**src/design/bpe_pkg.sv**
```systemverilog
// ----------------------------------------------------------------------------
// bpe_pkg
// Shared types and constants for the bit-vector edit distance block.
// ----------------------------------------------------------------------------
package bpe_pkg;

	localparam int WORD_BITS     = 64;
	localparam int ALPHABET_SIZE = 256;
	localparam int COUNT_BITS    = 16;

	localparam int SYM_BITS   = $clog2(ALPHABET_SIZE);
	localparam int PLEN_BITS  = $clog2(WORD_BITS + 1);
	localparam int WIDX_BITS  = $clog2(WORD_BITS);
	localparam int SCORE_BITS = COUNT_BITS + 1;
	localparam int DIST_BITS  = 16;
	localparam int CMD_BITS   = 2;
	localparam int IN_BITS    = 16;
	localparam int OUT_BITS   = 24;
	localparam int CFG_BITS   = 16;

	localparam logic [SCORE_BITS-1:0] SCORE_MAX = '1;
	localparam logic [COUNT_BITS-1:0] COUNT_MAX = '1;
	localparam logic [SCORE_BITS-1:0] COUNT_MAX_EXT = {1'b0, COUNT_MAX};
	localparam logic [SCORE_BITS-1:0] OUT_MAX_EXT = SCORE_BITS'({DIST_BITS{1'b1}});
	localparam logic [PLEN_BITS-1:0] PLEN_FULL = PLEN_BITS'(WORD_BITS);

	typedef enum logic [CMD_BITS-1:0] {
		CMD_PATTERN = 2'd0,
		CMD_TEXT    = 2'd1,
		CMD_FINISH  = 2'd2
	} cmd_t;

	typedef enum logic {
		REG_CAP_ENABLE = 1'b0,
		REG_CAP_LIMIT  = 1'b1
	} reg_idx_t;

	typedef struct packed {
		logic ph_last;
		logic mh_last;
	} step_flags_t;

endpackage

```
**src/design/bpe_step.sv**
```systemverilog
// ----------------------------------------------------------------------------
// bpe_step
// One column update of the bit-vector recurrence: new vertical deltas and
// the horizontal delta flags at the last pattern row.
// ----------------------------------------------------------------------------
module bpe_step (
	input  logic [bpe_pkg::WORD_BITS-1:0] eq,
	input  logic [bpe_pkg::WORD_BITS-1:0] pv,
	input  logic [bpe_pkg::WORD_BITS-1:0] mv,
	input  logic [bpe_pkg::WIDX_BITS-1:0] last_idx,
	output logic [bpe_pkg::WORD_BITS-1:0] pv_next,
	output logic [bpe_pkg::WORD_BITS-1:0] mv_next,
	output bpe_pkg::step_flags_t          flags
);

	logic [bpe_pkg::WORD_BITS-1:0] xv;
	logic [bpe_pkg::WORD_BITS-1:0] xh;
	logic [bpe_pkg::WORD_BITS-1:0] ph;
	logic [bpe_pkg::WORD_BITS-1:0] mh;
	logic [bpe_pkg::WORD_BITS-1:0] ph_sh;
	logic [bpe_pkg::WORD_BITS-1:0] mh_sh;

	always_comb begin
		xv    = eq | mv;
		xh    = (((eq & pv) + pv) ^ pv) | eq;
		ph    = mv | ~(xh | pv);
		mh    = pv & xh;
		ph_sh = {ph[bpe_pkg::WORD_BITS-2:0], 1'b1};
		mh_sh = {mh[bpe_pkg::WORD_BITS-2:0], 1'b0};
		pv_next = mh_sh | ~(xv | ph_sh);
		mv_next = ph_sh & xv;
		flags.ph_last = ph[last_idx];
		flags.mh_last = mh[last_idx];
	end

endmodule

```
**config.mk**
```make
export PLATFORM = sky130hd
export DESIGN_NAME = bpe_step
export DESIGN_NICKNAME = d
export VERILOG_FILES = /design/src/design/bpe_pkg.sv /design/src/design/bpe_step.sv
export SDC_FILE = /design/constraint.sdc
export NUM_CORES = 1
export LEC_CHECK = 0
export ABC_AREA = 1
export BUFFER_PORTS_ARGS = -buffer_cell sky130_fd_sc_hd__buf_2
export CORE_MARGIN = 2
export CORE_UTILIZATION = 48
export DETAILED_ROUTE_END_ITERATION = 7
export GPL_TIMING_DRIVEN = 1
export MAX_ROUTING_LAYER = met4
export PLACE_DENSITY = 0.79
export SYNTH_ARGS = -nofsm -noshare
export SYNTH_HDL_FRONTEND = slang
export SYNTH_SLANG_ARGS = --single-unit
```
**constraint.sdc**
```tcl
create_clock -name vclk -period 3.2
set_clock_uncertainty 0.15 [all_clocks]
set_input_delay 0.32 -clock vclk [all_inputs]
set_output_delay 0.32 -clock vclk [all_outputs]
set_load 0.005 [all_outputs]
```
==> impl_metrics.ini <==
[setup_path]
crit_path_end_kind = output pin
crit_fanout = 4
crit_chain = buf_2 > inv_1 > nand2_1 > nor2_1 > nand2_2 > nor2_1 > inv_1 > nor3_4 > nand2_2 > nand2_1 > nand3_1 > o21ai_1 > nand2_1 > nand3_1 > nand3_2 > nand3_2 > nand3_1 > nand2_2 > buf_2
crit_arrival_ns = 2.72
worstSetupPathType = in -> out
critPathLaunchType = primary input
path_depth = 19
path_delay_family = simple AND/OR/NAND/NOR gates
cpPeakStageDelay_ns = 0.26
cp_num_buf_inv = 4
crit_required_ns = 2.73
cpMaxStageDelayCell = nor3_4

[layout]
fin_area_um2 = 12560
regArea_um2 = 0
stdcell_count = 2631
nClkBuffers = 0
drive_gt1_frac = 0.3396
diodes = 0
seq_cell_count = 0
area_growth_pct = 46.60
nets = 2607

[sta]
worstMarginPinSlew_ns = 0.7121
finalWorstSetupSlack_ns = 0.01194
holdWs_ns = 0.7630
slew_headroom = 0.5248
finalSetupViolations = 0
report.final.slew_viol_count = 0
period_share = 0.9963
fmax_ghz = 0.3137
hold_viol_final = 0
layout_min_cycle_time_ns = 3.188

[placed_design]
place_ws_ns = -0.3012
dp_hpwl_um = 39270
place_area_um2 = 11610
routabilityCongestion = 1.150
place_inst = 2615
portBuffers = 327

[grt]
grt_pass1_wl_um = 66860
first_global_vias = 13160
grt_use_total = 0.4684
grt_max_degree = 36
overflow = 0
antenna_found_initial = 0

[power]
p_sw_mw = 1.057
switching_share = 0.6234
power_leakage_nw = 7.488
pwr-share-clk = 0
power.internal_mw = 0.6383
p_per_area_nw_per_um2 = 134.9
p_seq_frac = 0
pwr-share-comb = 1.000
ir_drop_mv = 0.1703
power_mw = 1.695

[yosys]
synth_cell_type_count = 47
yosys_warnings = 0
synth_top_area_share = 0.3137
avgSynthCellArea_um2 = 4.463
yosys.area.top_type = nand2_1
synth_common_cells = nand2_1 (716), inv_1 (351), nand3_1 (221), nor2_1 (175), a21oi_1 (89)
synth_most_common_cell = nand2_1
ys_seq_area_frac = 0
synthCells = 1920
synth_nets = 2119
synth_area_leaders = nand2_1 (31%), inv_1 (15%), nand3_1 (13%)
syn-cell-area_um2 = 8568

[floorplan]
dieArea_um2 = 18940
fp.dieW_um = 137.6
rows = 48
core-area_um2 = 17360
dieHeight_um = 137.6
io_pins = 328
start_util = 0.4937

[drt]
postRouteAntennaNets = 0
num_vias = 15090
drt_wl_total_um = 47490
wire_per_inst_um = 18.05
drc = 0
first_pass_iters = 6
drt_iter0_drc = 1738
vias_per_cell = 5.736

[clocking]
cts_hold_buf = 0

[hold_path]
holdCritPathClass = in -> out
whs_path_depth = 3

[outcome]
outcome = completed

[flow_run]
drv_cap = 0
## layout make-up
class                           instances  area [um2]
Timing Repair Buffer                  511        3050
Multi-Input combinational cell       1505        7760
Inverter                              390        1469
Fill cell                            1600        4796
Tap cell                              225       281.5
## path summary, 6_finish.rpt
check  slack, ns         end  startpoint
max         0.01    flags[0]      eq[36]
min         0.76  pv_next[5]       mv[5]
## tightest hold or removal path, stage by stage
cell	delay, ns
buf_2	0.09
o31ai_1	0.06
buf_2	0.12
## stage by stage
| step | util | TNS, ns |
|---|---|---|
| 2_1_floorplan | - | 0 |
| 3_3_place_gp | 0.6687 | -0.3872 |
| 3_5_place_dp | 0.6687 | -0.3213 |
| 4_1_cts | 0.6741 | 0 |
| 5_1_grt | 0.7237 | -0.1374 |
| 6_report | 0.7237 | 0 |
## cells in the final DEF (no fill, tap or decap), drive strengths merged, types with 11 or more instances in the layout
master	count
nor3	17
a32o	11
nand3	229
nand4	34
a21oi	91
nor2	222
o31ai	18
buf	511
nand2	734
o21ai	68
inv	389
o21a	14
a22oi	23
## routing by layer
| layer | GRT usage | wire length, um | share of wire | vias to the layer above |
|---|---|---|---|---|
| met2 | 0.7424 | 20590 | 0.43 | 1221 |
| met4 | 0.1913 | 2584 | 0.054 | 0 |
| met1 | 0.5817 | 17560 | 0.37 | 6619 |
| met5 | - | 0 | 0 | - |
| li1 | - | - | - | 7032 |
| met3 | 0.09198 | 6749 | 0.14 | 219 |
## kinds of logic after synthesis
group	count (synthesis)	synth area share
adders and majority gates	1	0.001460
and+or+nand+nor	1251	0.6313
AOI/OAI and AO/OA	252	0.1795
other	1	0.0004377
buffers and inverters	415	0.1874
## power groups by stage
stage / clock network [mW] / logic (mW) / registers [mW]
floorplan: 0 / 0.767 / 0
global placement: 0 / 1.48 / 0
detailed placement: 0 / 1.51 / 0
CTS: 0 / 1.53 / 0
global route: 0 / 1.82 / 0
finish: 0 / 1.69 / 0
## timing repair
item	in CTS	in global routing
setup endpoints to repair	2	2
gates resized for setup	25	218
cloned	0	0
pin swaps	2	52
buffers inserted	0	16
Power figures use the tool's default switching activity.
